==> src/battery_charge_controller_core_macros.svh <==
// Assertion macros shared by the battery charge controller RTL.
// Needs no other file; the asserting files include it by name.
`ifndef BATTERY_CHARGE_CONTROLLER_CORE_MACROS_SVH
`define BATTERY_CHARGE_CONTROLLER_CORE_MACROS_SVH

`ifndef SYNTHESIS
// Check that prop holds at every clock edge outside reset.
`define BCC_ASSERT(label, clk, rst_n, prop) \
    label: assert property (@(posedge clk) disable iff (!rst_n) (prop)) \
        else $error("bcc assertion failed");
// Check that cond never holds outside reset.
`define BCC_ASSERT_NEVER(label, clk, rst_n, cond) \
    label: assert property (@(posedge clk) disable iff (!rst_n) !(cond)) \
        else $error("bcc forbidden condition seen");
`else
`define BCC_ASSERT(label, clk, rst_n, prop)
`define BCC_ASSERT_NEVER(label, clk, rst_n, cond)
`endif

`endif

==> src/bcc_pkg.sv <==
// Types, register indexes and reset values of the battery charge controller.
// Depends on nothing; the RTL modules all import it.
package bcc_pkg;

    localparam int VoltW   = 19;
    localparam int TicksW  = 20;
    localparam int BounceW = 8;
    localparam int OffW    = 16;
    localparam int CfgIdxW = 3;
    localparam int CfgW    = 20;

    // Charger phases
    localparam logic [1:0] PH_OFF      = 2'd0;
    localparam logic [1:0] PH_CHARGING = 2'd1;
    localparam logic [1:0] PH_CHARGED  = 2'd2;
    localparam logic [1:0] PH_OOS      = 2'd3;

    // Configuration register indexes
    localparam logic [CfgIdxW-1:0] CFG_DETECT_THR   = 3'd0;
    localparam logic [CfgIdxW-1:0] CFG_HOLD_THR     = 3'd1;
    localparam logic [CfgIdxW-1:0] CFG_MIN_CONTACT  = 3'd2;
    localparam logic [CfgIdxW-1:0] CFG_MIN_CHARGE   = 3'd3;
    localparam logic [CfgIdxW-1:0] CFG_MAX_CHARGE   = 3'd4;
    localparam logic [CfgIdxW-1:0] CFG_RECHARGE     = 3'd5;
    localparam logic [CfgIdxW-1:0] CFG_MAX_BOUNCES  = 3'd6;
    localparam logic [CfgIdxW-1:0] CFG_LOCK_RELEASE = 3'd7;

    // Reset values: 4.40 V and 4.00 V in 3.16, 30 minutes and 8x that in 20 ms ticks
    localparam logic [VoltW-1:0]   RST_DETECT_THR   = 19'd288358;
    localparam logic [VoltW-1:0]   RST_HOLD_THR     = 19'd262144;
    localparam logic [TicksW-1:0]  RST_MIN_CONTACT  = 20'd25;
    localparam logic [TicksW-1:0]  RST_MIN_CHARGE   = 20'd250;
    localparam logic [TicksW-1:0]  RST_MAX_CHARGE   = 20'd90000;
    localparam logic [TicksW-1:0]  RST_RECHARGE     = 20'd720000;
    localparam logic [BounceW-1:0] RST_MAX_BOUNCES  = 8'd5;
    localparam logic [OffW-1:0]    RST_LOCK_RELEASE = 16'd250;

    localparam logic [TicksW-1:0]  CONTACT_MAX = {TicksW{1'b1}};
    localparam logic [BounceW-1:0] BOUNCE_MAX  = {BounceW{1'b1}};
    localparam logic [OffW-1:0]    OFF_MAX     = {OffW{1'b1}};

    typedef struct packed {
        logic [VoltW-1:0] vext_voltage;
        logic             charger_done;
        logic             charge_disabled;
    } t_in;

    typedef struct packed {
        logic [1:0] phase;
        logic       charge_enable;
        logic       on_contacts;
        logic       on_charger;
        logic       wake_request;
    } t_out;

    typedef struct packed {
        logic [VoltW-1:0]   detect_threshold;
        logic [VoltW-1:0]   hold_threshold;
        logic [TicksW-1:0]  min_contact_ticks;
        logic [TicksW-1:0]  min_charge_ticks;
        logic [TicksW-1:0]  max_charge_ticks;
        logic [TicksW-1:0]  recharge_ticks;
        logic [BounceW-1:0] max_bounces;
        logic [OffW-1:0]    lockout_release_ticks;
    } t_cfg;

endpackage

==> src/bcc_cfg_regs.sv <==
// Configuration register file of the battery charge controller.
// Depends on bcc_pkg.
module bcc_cfg_regs import bcc_pkg::*; (
    input  logic               i_clk,
    input  logic               i_rst_n,
    input  logic               i_cfg_we,
    input  logic [CfgIdxW-1:0] i_cfg_idx,
    input  logic [CfgW-1:0]    i_cfg_data,
    output t_cfg               o_cfg
);

    t_cfg r_cfg;

    always_ff @(posedge i_clk) begin
        if (!i_rst_n) begin
            r_cfg.detect_threshold      <= RST_DETECT_THR;
            r_cfg.hold_threshold        <= RST_HOLD_THR;
            r_cfg.min_contact_ticks     <= RST_MIN_CONTACT;
            r_cfg.min_charge_ticks      <= RST_MIN_CHARGE;
            r_cfg.max_charge_ticks      <= RST_MAX_CHARGE;
            r_cfg.recharge_ticks        <= RST_RECHARGE;
            r_cfg.max_bounces           <= RST_MAX_BOUNCES;
            r_cfg.lockout_release_ticks <= RST_LOCK_RELEASE;
        end else if (i_cfg_we) begin
            case (i_cfg_idx)
                CFG_DETECT_THR:   r_cfg.detect_threshold      <= i_cfg_data[VoltW-1:0];
                CFG_HOLD_THR:     r_cfg.hold_threshold        <= i_cfg_data[VoltW-1:0];
                CFG_MIN_CONTACT:  r_cfg.min_contact_ticks     <= i_cfg_data[TicksW-1:0];
                CFG_MIN_CHARGE:   r_cfg.min_charge_ticks      <= i_cfg_data[TicksW-1:0];
                CFG_MAX_CHARGE:   r_cfg.max_charge_ticks      <= i_cfg_data[TicksW-1:0];
                CFG_RECHARGE:     r_cfg.recharge_ticks        <= i_cfg_data[TicksW-1:0];
                CFG_MAX_BOUNCES:  r_cfg.max_bounces           <= i_cfg_data[BounceW-1:0];
                CFG_LOCK_RELEASE: r_cfg.lockout_release_ticks <= i_cfg_data[OffW-1:0];
                default: ;
            endcase
        end
    end

    assign o_cfg = r_cfg;

endmodule

==> src/bcc_engine.sv <==
// Per-tick state update of the battery charge controller: contact detect,
// saturating counters and the phase machine. Depends on bcc_pkg.
module bcc_engine import bcc_pkg::*; (
    input  logic i_clk,
    input  logic i_rst_n,
    input  logic i_fire,
    input  t_in  i_item,
    input  t_cfg i_cfg,
    output t_out o_result
);

    logic [1:0]         r_phase,   n_phase;
    logic [TicksW-1:0]  r_contact, n_contact;
    logic [BounceW-1:0] r_bounce,  n_bounce;
    logic [OffW-1:0]    r_off,     n_off;

    logic               on;
    logic               wake;
    logic [TicksW-1:0]  contact_a;
    logic [BounceW-1:0] bounce_inc;
    logic [OffW-1:0]    off_inc;

    always_comb begin
        on = (i_item.vext_voltage > i_cfg.detect_threshold) ||
             ((r_phase == PH_CHARGING) && (i_item.vext_voltage > i_cfg.hold_threshold));

        // Contact counter: clear off contacts, saturate on contacts
        wake = 1'b0;
        if (!on) begin
            contact_a = '0;
        end else if (r_contact != CONTACT_MAX) begin
            contact_a = r_contact + 1'b1;
            wake      = (contact_a == i_cfg.min_contact_ticks);
        end else begin
            contact_a = r_contact;
        end

        bounce_inc = (r_bounce != BOUNCE_MAX) ? r_bounce + 1'b1 : r_bounce;
        off_inc    = (r_off != OFF_MAX) ? r_off + 1'b1 : r_off;

        n_phase   = r_phase;
        n_contact = contact_a;
        n_bounce  = r_bounce;
        n_off     = r_off;

        case (r_phase)
            PH_OFF: begin
                if (!i_item.charge_disabled && contact_a >= i_cfg.min_contact_ticks)
                    n_phase = PH_CHARGING;
            end
            PH_CHARGING: begin
                if (i_item.charge_disabled) begin
                    n_phase = PH_OFF;
                end else if ((i_item.charger_done && contact_a >= i_cfg.min_charge_ticks) ||
                             contact_a >= i_cfg.max_charge_ticks) begin
                    n_phase = PH_CHARGED;
                end else if (!on) begin
                    n_bounce = bounce_inc;
                    n_phase  = (bounce_inc > i_cfg.max_bounces) ? PH_OOS : PH_OFF;
                end else if (contact_a > i_cfg.min_charge_ticks) begin
                    n_bounce = '0;
                end
            end
            PH_CHARGED: begin
                // Off contacts forces the counter to zero, so the two cases never overlap
                if (!on) begin
                    n_phase = PH_OFF;
                end else if (contact_a > i_cfg.recharge_ticks) begin
                    n_contact = i_cfg.min_contact_ticks;
                    n_phase   = PH_CHARGING;
                end
            end
            default: begin
                if (!on) begin
                    n_off = off_inc;
                    if (off_inc > i_cfg.lockout_release_ticks) begin
                        n_phase  = PH_OFF;
                        n_bounce = '0;
                    end
                end else begin
                    n_off = '0;
                end
            end
        endcase

        o_result.phase         = n_phase;
        o_result.charge_enable = (n_phase == PH_CHARGING);
        o_result.on_contacts   = on;
        o_result.on_charger    = (n_contact > i_cfg.min_contact_ticks);
        o_result.wake_request  = wake;
    end

    always_ff @(posedge i_clk) begin
        if (!i_rst_n) begin
            r_phase   <= PH_OFF;
            r_contact <= '0;
            r_bounce  <= '0;
            r_off     <= '0;
        end else if (i_fire) begin
            r_phase   <= n_phase;
            r_contact <= n_contact;
            r_bounce  <= n_bounce;
            r_off     <= n_off;
        end
    end

endmodule

==> src/battery_charge_controller_core.sv <==
// Battery charge controller: one measurement tick in, one status result out.
// A tick is taken every clock cycle as long as the result side keeps up; each
// tick is held in the input register until the result register can take it;
// its result is then registered there and raises o_valid. A stalled result
// holds the tick in the input register and raises o_stall. The rate
// of one tick per cycle is set by the single update of the phase and counter
// registers, which runs once per tick. Configuration writes land in a register
// file and take effect on the next tick; write only while no tick is in
// flight. Depends on bcc_pkg, bcc_cfg_regs, bcc_engine and the assertion macro
// header.
`include "battery_charge_controller_core_macros.svh"
module battery_charge_controller_core import bcc_pkg::*; (
    input  logic               i_clk,
    input  logic               i_rst_n,
    // Measurement ticks
    input  logic               i_valid,
    input  t_in                i_data,
    output logic               o_stall,
    // Status results
    output logic               o_valid,
    output t_out               o_data,
    input  logic               i_stall,
    // Configuration writes
    input  logic               i_cfg_we,
    input  logic [CfgIdxW-1:0] i_cfg_idx,
    input  logic [CfgW-1:0]    i_cfg_data
);

    t_cfg cfg;
    t_out result;

    logic r_in_valid;
    t_in  r_in;
    logic r_out_valid;
    t_out r_out;

    logic advance;
    logic fire;

    bcc_cfg_regs u_cfg (
        .i_clk      (i_clk),
        .i_rst_n    (i_rst_n),
        .i_cfg_we   (i_cfg_we),
        .i_cfg_idx  (i_cfg_idx),
        .i_cfg_data (i_cfg_data),
        .o_cfg      (cfg)
    );

    // The result register moves when empty or when its transfer completes
    assign advance = !r_out_valid || !i_stall;
    // Process the held tick whenever the result register can take it
    assign fire    = r_in_valid && advance;
    // Hold off new ticks only while the input register is full and blocked
    assign o_stall = r_in_valid && !advance;

    bcc_engine u_engine (
        .i_clk    (i_clk),
        .i_rst_n  (i_rst_n),
        .i_fire   (fire),
        .i_item   (r_in),
        .i_cfg    (cfg),
        .o_result (result)
    );

    // Input register: load on every transfer, drain when processed
    always_ff @(posedge i_clk) begin
        if (!i_rst_n) begin
            r_in_valid <= 1'b0;
        end else if (!o_stall) begin
            r_in_valid <= i_valid;
        end
    end

    always_ff @(posedge i_clk) begin
        if (!o_stall && i_valid) begin
            r_in <= i_data;
        end
    end

    // Result register: hold while stalled, else take the new result or empty
    always_ff @(posedge i_clk) begin
        if (!i_rst_n) begin
            r_out_valid <= 1'b0;
        end else if (advance) begin
            r_out_valid <= fire;
        end
    end

    always_ff @(posedge i_clk) begin
        if (fire) begin
            r_out <= result;
        end
    end

    assign o_valid = r_out_valid;
    assign o_data  = r_out;

    // A processed tick always shows up as a result on the next edge
    `BCC_ASSERT(a_fire_to_result, i_clk, i_rst_n, fire |=> r_out_valid)
    // Charger enable follows the charging phase in every result
    `BCC_ASSERT(a_enable_phase, i_clk, i_rst_n,
        r_out_valid |-> (r_out.charge_enable == (r_out.phase == PH_CHARGING)))
    // A wake pulse only comes on a tick with contacts
    `BCC_ASSERT_NEVER(a_wake_off_contacts, i_clk, i_rst_n,
        r_out_valid && r_out.wake_request && !r_out.on_contacts)
    // A blocked input register keeps its tick
    `BCC_ASSERT(a_hold_input, i_clk, i_rst_n, o_stall |=> r_in_valid)

endmodule

==> config.mk <==
export PLATFORM = sky130hd
export DESIGN_NAME = battery_charge_controller_core
export DESIGN_NICKNAME = d
export VERILOG_FILES = /design/src/bcc_pkg.sv /design/src/bcc_cfg_regs.sv /design/src/bcc_engine.sv /design/src/battery_charge_controller_core.sv
export VERILOG_INCLUDE_DIRS = /design/src /design/src/src
export SDC_FILE = /design/constraint.sdc
export NUM_CORES = 1
export LEC_CHECK = 0
export ABC_AREA = 1
export BUFFER_PORTS_ARGS = -buffer_cell sky130_fd_sc_hd__buf_2
export CORE_MARGIN = 2
export CORE_UTILIZATION = 70
export CTS_BUF_LIST = sky130_fd_sc_hd__clkbuf_8
export DETAILED_ROUTE_END_ITERATION = 8
export PLACE_DENSITY = 0.89
export SYNTH_ARGS = -nofsm -noshare
export SYNTH_HDL_FRONTEND = slang
export SYNTH_SLANG_ARGS = --single-unit
==> constraint.sdc <==
create_clock -name i_clk -period 7.07 [get_ports i_clk]
set_input_delay 0.3535 -clock i_clk [delete_from_list [all_inputs] [get_ports i_clk]]
set_output_delay 0.3535 -clock i_clk [all_outputs]
set_load 0.02 [all_outputs]
# [After elaboration in Yosys (flattened, before gate mapping)]
# Cells that the tools add are included.
[totals] regBits=217 latchBits=0 ram_bits=0 mem_bits_ro=0 output_inout_bits=8 elab_cells=110 memories=0
[classes] addsub=3 n_mul=0 n_div=0 order_cmp=10 eq_ne=18 shift=0 muxes=25 bitwise_logic=2 n_reduce_logical=30
[ops] op="$mux 20" count=5
[ops] op="$ge 20x20->1" count=3
[ops] op="$gt 20x20->1" count=3
[ops] op="$mux 8" count=7
[ops] op="$gt 19x19->1" count=2
[ops] op="$mux 16" count=2
[ops] op="$add 20x1->20 const B" count=1
[ops] op="$eq 20x20->1" count=1
[ops] op="$ne 20x20->1 const B" count=1
[ops] op="$reduce_and 2->1" count=10
[ops] op="$mux 2" count=9
[ops] op="$add 16x1->16 const B" count=1
[ops] op="$gt 16x16->1" count=1
[ops] op="$ne 16x16->1 const B" count=1
[ops] op="$pmux 8 s2" count=1
[ops] op="$eq 3x3->1 const B" count=4
[ops] op="$add 8x1->8 const B" count=1
[ops] op="$gt 8x8->1" count=1
[ops] op="$ne 2x2->1 const B" count=4
[ops] op="$ne 8x8->1 const B" count=1
[ops] op="$reduce_and 7->1" count=1
[ops] op="$eq 3x2->1 const B" count=2
[ops] op="$logic_and 1x1->1" count=6
[ops] op="$pmux 2 s3" count=1
[ops] op="11 further kinds" count=19

# [Depth between registers and ports, before layout]
[logic_depth] ltp_word=11 ltp_mapped=42 depth_no_buf=39

# [By module]
# Synthesis repeated with hierarchy kept, for this count alone.
[unflattened] cells_unflattened=2057 area_unflattened_um2=14347.5
[by_module_without_submodules] module="bcc_engine" n_inst=1 cells_each=1255 area_per_inst_um2=8027.7 seq_area_each_um2=920.9
[by_module_without_submodules] module="bcc_cfg_regs" n_inst=1 cells_each=762 area_per_inst_um2=5413.9 seq_area_each_um2=2842.7
[by_module_without_submodules] module="battery_charge_controller_core" n_inst=1 cells_each=40 area_per_inst_um2=905.9 seq_area_each_um2=850.8

# [Least setup slack after synthesis]
# No wires, ideal clock.
[synth_timing] path_kind="flip-flop to flip-flop" start="register r_in[12] in the netlist's numbering" end="register r_out (netlist bit o_data[1]) (data pin)" setup_ns=0.261 arrival_ns=4.341 t_required_ns=6.809 path_slack_ns=2.468 path_stages_with_launch=34 path_buffers=3 cell_sequence="edfxtp_1 ha_1 nand2_1 nor2_1 nand2_1 nor3b_1 nand2_1 nand2_1 nand2_2 buf_6 inv_1 clkbuf_1 nor2_1 ha_1 nand4_1 nor2_1 nand4_1 nor3_1 nor2_1 nand2_2 nand2_4 buf_4 nand2_1 nand3_1 nand2_1 inv_1 ha_1 a21oi_1 o21ai_0 a21oi_1 nand3b_1 a31oi_1 nor3_1 nor2_1"
[synth_lines] element="from (decl)" line="battery_charge_controller_core.sv:33" rtl="t_in r_in;"
[synth_lines] element="from (signal assigned)" line="battery_charge_controller_core.sv:76" rtl="r_in <= i_data;"
[synth_lines] element="to (signal assigned)" line="battery_charge_controller_core.sv:91" rtl="r_out <= result;"
[synth_lines] element="to (decl)" line="battery_charge_controller_core.sv:35" rtl="t_out r_out;"

==> qor.csv <==
stage,metric,value,unit
sta,finalClockSkew,19.7,ps
run,drv_cap,0,
clock_tree,post_cts_resize_count,0,
global_route,grt_pass1_wl,58200,µm
synthesis,ys_types,54,
sta,slew-limit-headroom,0.283,
synthesis,syn_area,13500,µm²
clock_tree,cts_buffer_depth,3,
floorplan,fp-row-count,50,
synthesis,synth.avg_cell_area,7.30,µm²
clock_tree,cts.sinks,217,
synthesis,synth_top_area_frac,0.282,
synthesis,ys_ff_latch,217,
clock_tree,cts_buffers,36,
sta,tightest_slew,1070,ps
synthesis,synthArstFlopShare,0,
finish,fin_cells,2189,
power_and_ir_drop,power_density,199,nW/µm²
route,wl,36000,µm
route,dr.pass1.iters,5,
worst_setup_path,crit_type,reg -> reg,
finish,diodes,0,
global_route,grt_max_degree,109,
power_and_ir_drop,comb_power_share,0.173,
route,wl_per_cell,16.5,µm
floorplan,pin_count,57,
synthesis,synth_top_flop_cell,dfxtp_1,
synthesis,yosysTopAreaCell,dfxtp_1,
sta,fin_crit_sh,0.874,
global_route,grt_pass1_vias,12200,
placed_design,dp.cells,2109,
finish,fin_nets,2113,
clock_tree,cts_tree,built,
placed_design,numPortBuffers,56,
sta,rsz0062_at_grt,false,
worst_setup_path,cp_common_cell,nand2_1,
sta,finalSetupViolCount,0,
placed_design,routabilityCongestion,0.945,
route,ant_nets,0,
clock_tree,clk-insertion-delay-late,530,ps
worst_setup_path,endpoint_kind,register,
placed_design,post_dp_cell_area,13900,µm²
finish,final_area,14800,µm²
synthesis,synth_edf_count,27,
run_status,outcome,"finished, final reports clean",
global_route,overflow,0,
worst_setup_path,cp_slowest_stage_delay,610,ps
sta,max_freq,162,MHz
placed_design,dp_hpwl,25400,µm
finish,area_growth_syn_to_layout,9.28,%
sta,final-hold-violation-count,0,
sta,slew_viol_final,0,
floorplan,die_w,143,µm
synthesis,syn_nets,2059,
power_and_ir_drop,p_int,0.00207,W
power_and_ir_drop,p_sw_frac,0.295,
synthesis,ys.warnings.count,0,
power_and_ir_drop,pwr-share-seq,0.451,
worst_setup_path,crit_required,7330,ps
floorplan,start_util,0.717,
global_route,track_usage,0.354,
power_and_ir_drop,p_clk_frac,0.376,
clock_tree,cts.root.buffer_cell,clkbuf_8,
route,drt_iter0_drc,897,
worst_setup_path,worst_setup_path_start_kind,register,
route,via_per_inst,5.78,
route,vias,12700,
sta,period_needed,6180,ps
clock_tree,cts.clk_slew.worst_paths,60,ps
sta,tns,0,ps
finish,drive_above_1_share,0.0747,
route,drc_errors,0,
worst_setup_path,cp.arrival,6440,ps
clock_tree,htree_levels,2,
floorplan,die_area,20400,µm²
worst_setup_path,crit_path_max_fanout,22,
min_path,hp-class,in -> reg,
synthesis,ys_seq_area_frac,0.342,
finish,fillers,1323,
power_and_ir_drop,irDropWorstVdd,245,µV
worst_setup_path,crit_path_top_delay_cell,inv_1,
global_route,antenna_found_initial,0,
power_and_ir_drop,leakage,7.05,nW
floorplan,die_y,143,µm
power_and_ir_drop,power_switching,0.000867,W
synthesis,synth_cells,1849,
floorplan,core,18800,µm²
synthesis,synthTopCellsByArea,"dfxtp_1 (28%), ha_1 (15%), nand2_1 (9.7%), inv_1 (8.1%), a21oi_1 (7.7%)",
-- area by class of cell --
| cell class | count | area (µm²) | area share |
|---|---|---|---|
| flip-flops and latches | 217 | 4610 | 0.313 |
| clock buffers | 41 | 564 | 0.0382 |
| multi-input cells | 1271 | 7490 | 0.508 |
| well taps | 260 | 325 | 0.0220 |
| repair buffers | 79 | 495 | 0.0336 |
| clock inverters | 23 | 144 | 0.00975 |
| inverters | 298 | 1120 | 0.0760 |
-- final timing paths --
kind	from	endpoint	slack (ps)	cells past startpoint
setup / recovery	r_in[12]$_DFFE_PP_	o_data[1]$_DFFE_PP_	890	31
hold / removal	i_data[1]	r_in[1]$_DFFE_PP_	10	1
setup reg to reg	r_in[12]$_DFFE_PP_	o_data[1]$_DFFE_PP_	890	31
hold reg to reg	u_cfg.o_cfg[82]$_SDFFE_PN0P_	u_cfg.o_cfg[82]$_SDFFE_PN0P_	460	2
-- metal layers --
layer,GRT usage,vias to the layer above,part of all wire
li1,-,6227,-
met5,0,-,0
met1,0.442,5780,0.41
met4,0.163,0,0.043
met2,0.604,546,0.47
met3,0.0537,104,0.070
-- placed cells by master (no fill, tap or decap), drive strengths merged, types with 27 or more instances in the layout --
master    n
nor3     28
edfxtp   27
o21ai   159
nand3    69
clkbuf   41
nand2   358
buf      63
dfxtp   190
xor2     30
inv     310
nand4    31
ha      161
nor2    132
a21oi   210
o211ai   42
-- sequential cells by signal (all words and copies together) (netlist names) --
signal	flops
u_cfg.o_cfg	142
r_in	21
u_engine.r_contact	20
u_engine.r_off	16
u_engine.r_bounce	8
o_data	6
u_engine.r_phase	2
o_valid	1
r_in_valid	1
-- critical path, delay by kind of cell (launching register included) --
family | cells | cell delay, ps
simple gates | 21 | 3200
buf+inv | 3 | 890
compound gates | 4 | 440
fa+ha+maj | 3 | 960
flops | 1 | 410
-- synth_stat cells (4+ instances only) --
master	n
edfxtp_1	27
o21bai_1	4
nor2_1	128
inv_2	6
nand2_1	350
clkbuf_1	53
a211oi_1	7
nand2_2	5
buf_6	5
a21oi_1	208
inv_1	290
a21o_1	4
nor3_1	25
nand4_1	30
o21ai_0	151
ha_1	161
xor2_1	30
nand3_1	67
o21ai_1	8
dfxtp_1	190
o211ai_1	42
xnor2_1	8
-- power by group through the flow --
stage | logic, W | registers [W] | clock network, W
final | 0.000509 | 0.00133 | 0.00111
after detailed placement | 0.000479 | 0.00135 | 0
after CTS | 0.000494 | 0.00132 | 0.00111
after floorplan | 0.000343 | 0.00135 | 0
after global routing | 0.000566 | 0.00133 | 0.00116
after global placement | 0.000458 | 0.00135 | 0
-- timing repair --
| item | in CTS | in global routing |
|---|---|---|
| endpoints found under the setup margin | 0 | 0 |
| buffers inserted | 0 | 0 |
| hold buffers | 16 | 0 |
| hold endpoints to repair | 16 | 0 |
-- per-stage QoR --
| stage | hold slack (ps) | util | power, W | worst slack, ps |
|---|---|---|---|---|
| after floorplan | 435 | - | 0.00169 | 2470 |
| after global placement | 450 | 0.738 | 0.00181 | 1420 |
| after detailed placement | 454 | 0.738 | 0.00183 | 1210 |
| after CTS | 1.69 | 0.784 | 0.00293 | 1160 |
| after global routing | 2.04 | 0.784 | 0.00306 | 421 |
| final | 13.4 | 0.784 | 0.00294 | 891 |
-- kinds of logic (layout without fill, tap and decap cells) --
| family | after synthesis | in the layout | synth area share |
|---|---|---|---|
| DFF | 217 | 217 | 0.342 |
| xor gates and xnor gates | 38 | 38 | 0.0246 |
| and+or+nand+nor | 630 | 630 | 0.201 |
| AOI/OAI and AO/OA | 442 | 442 | 0.180 |
| adders and majority gates | 161 | 161 | 0.149 |
| buffers and inverters | 361 | 441 | 0.104 |
Power figures use the tool's default switching activity.
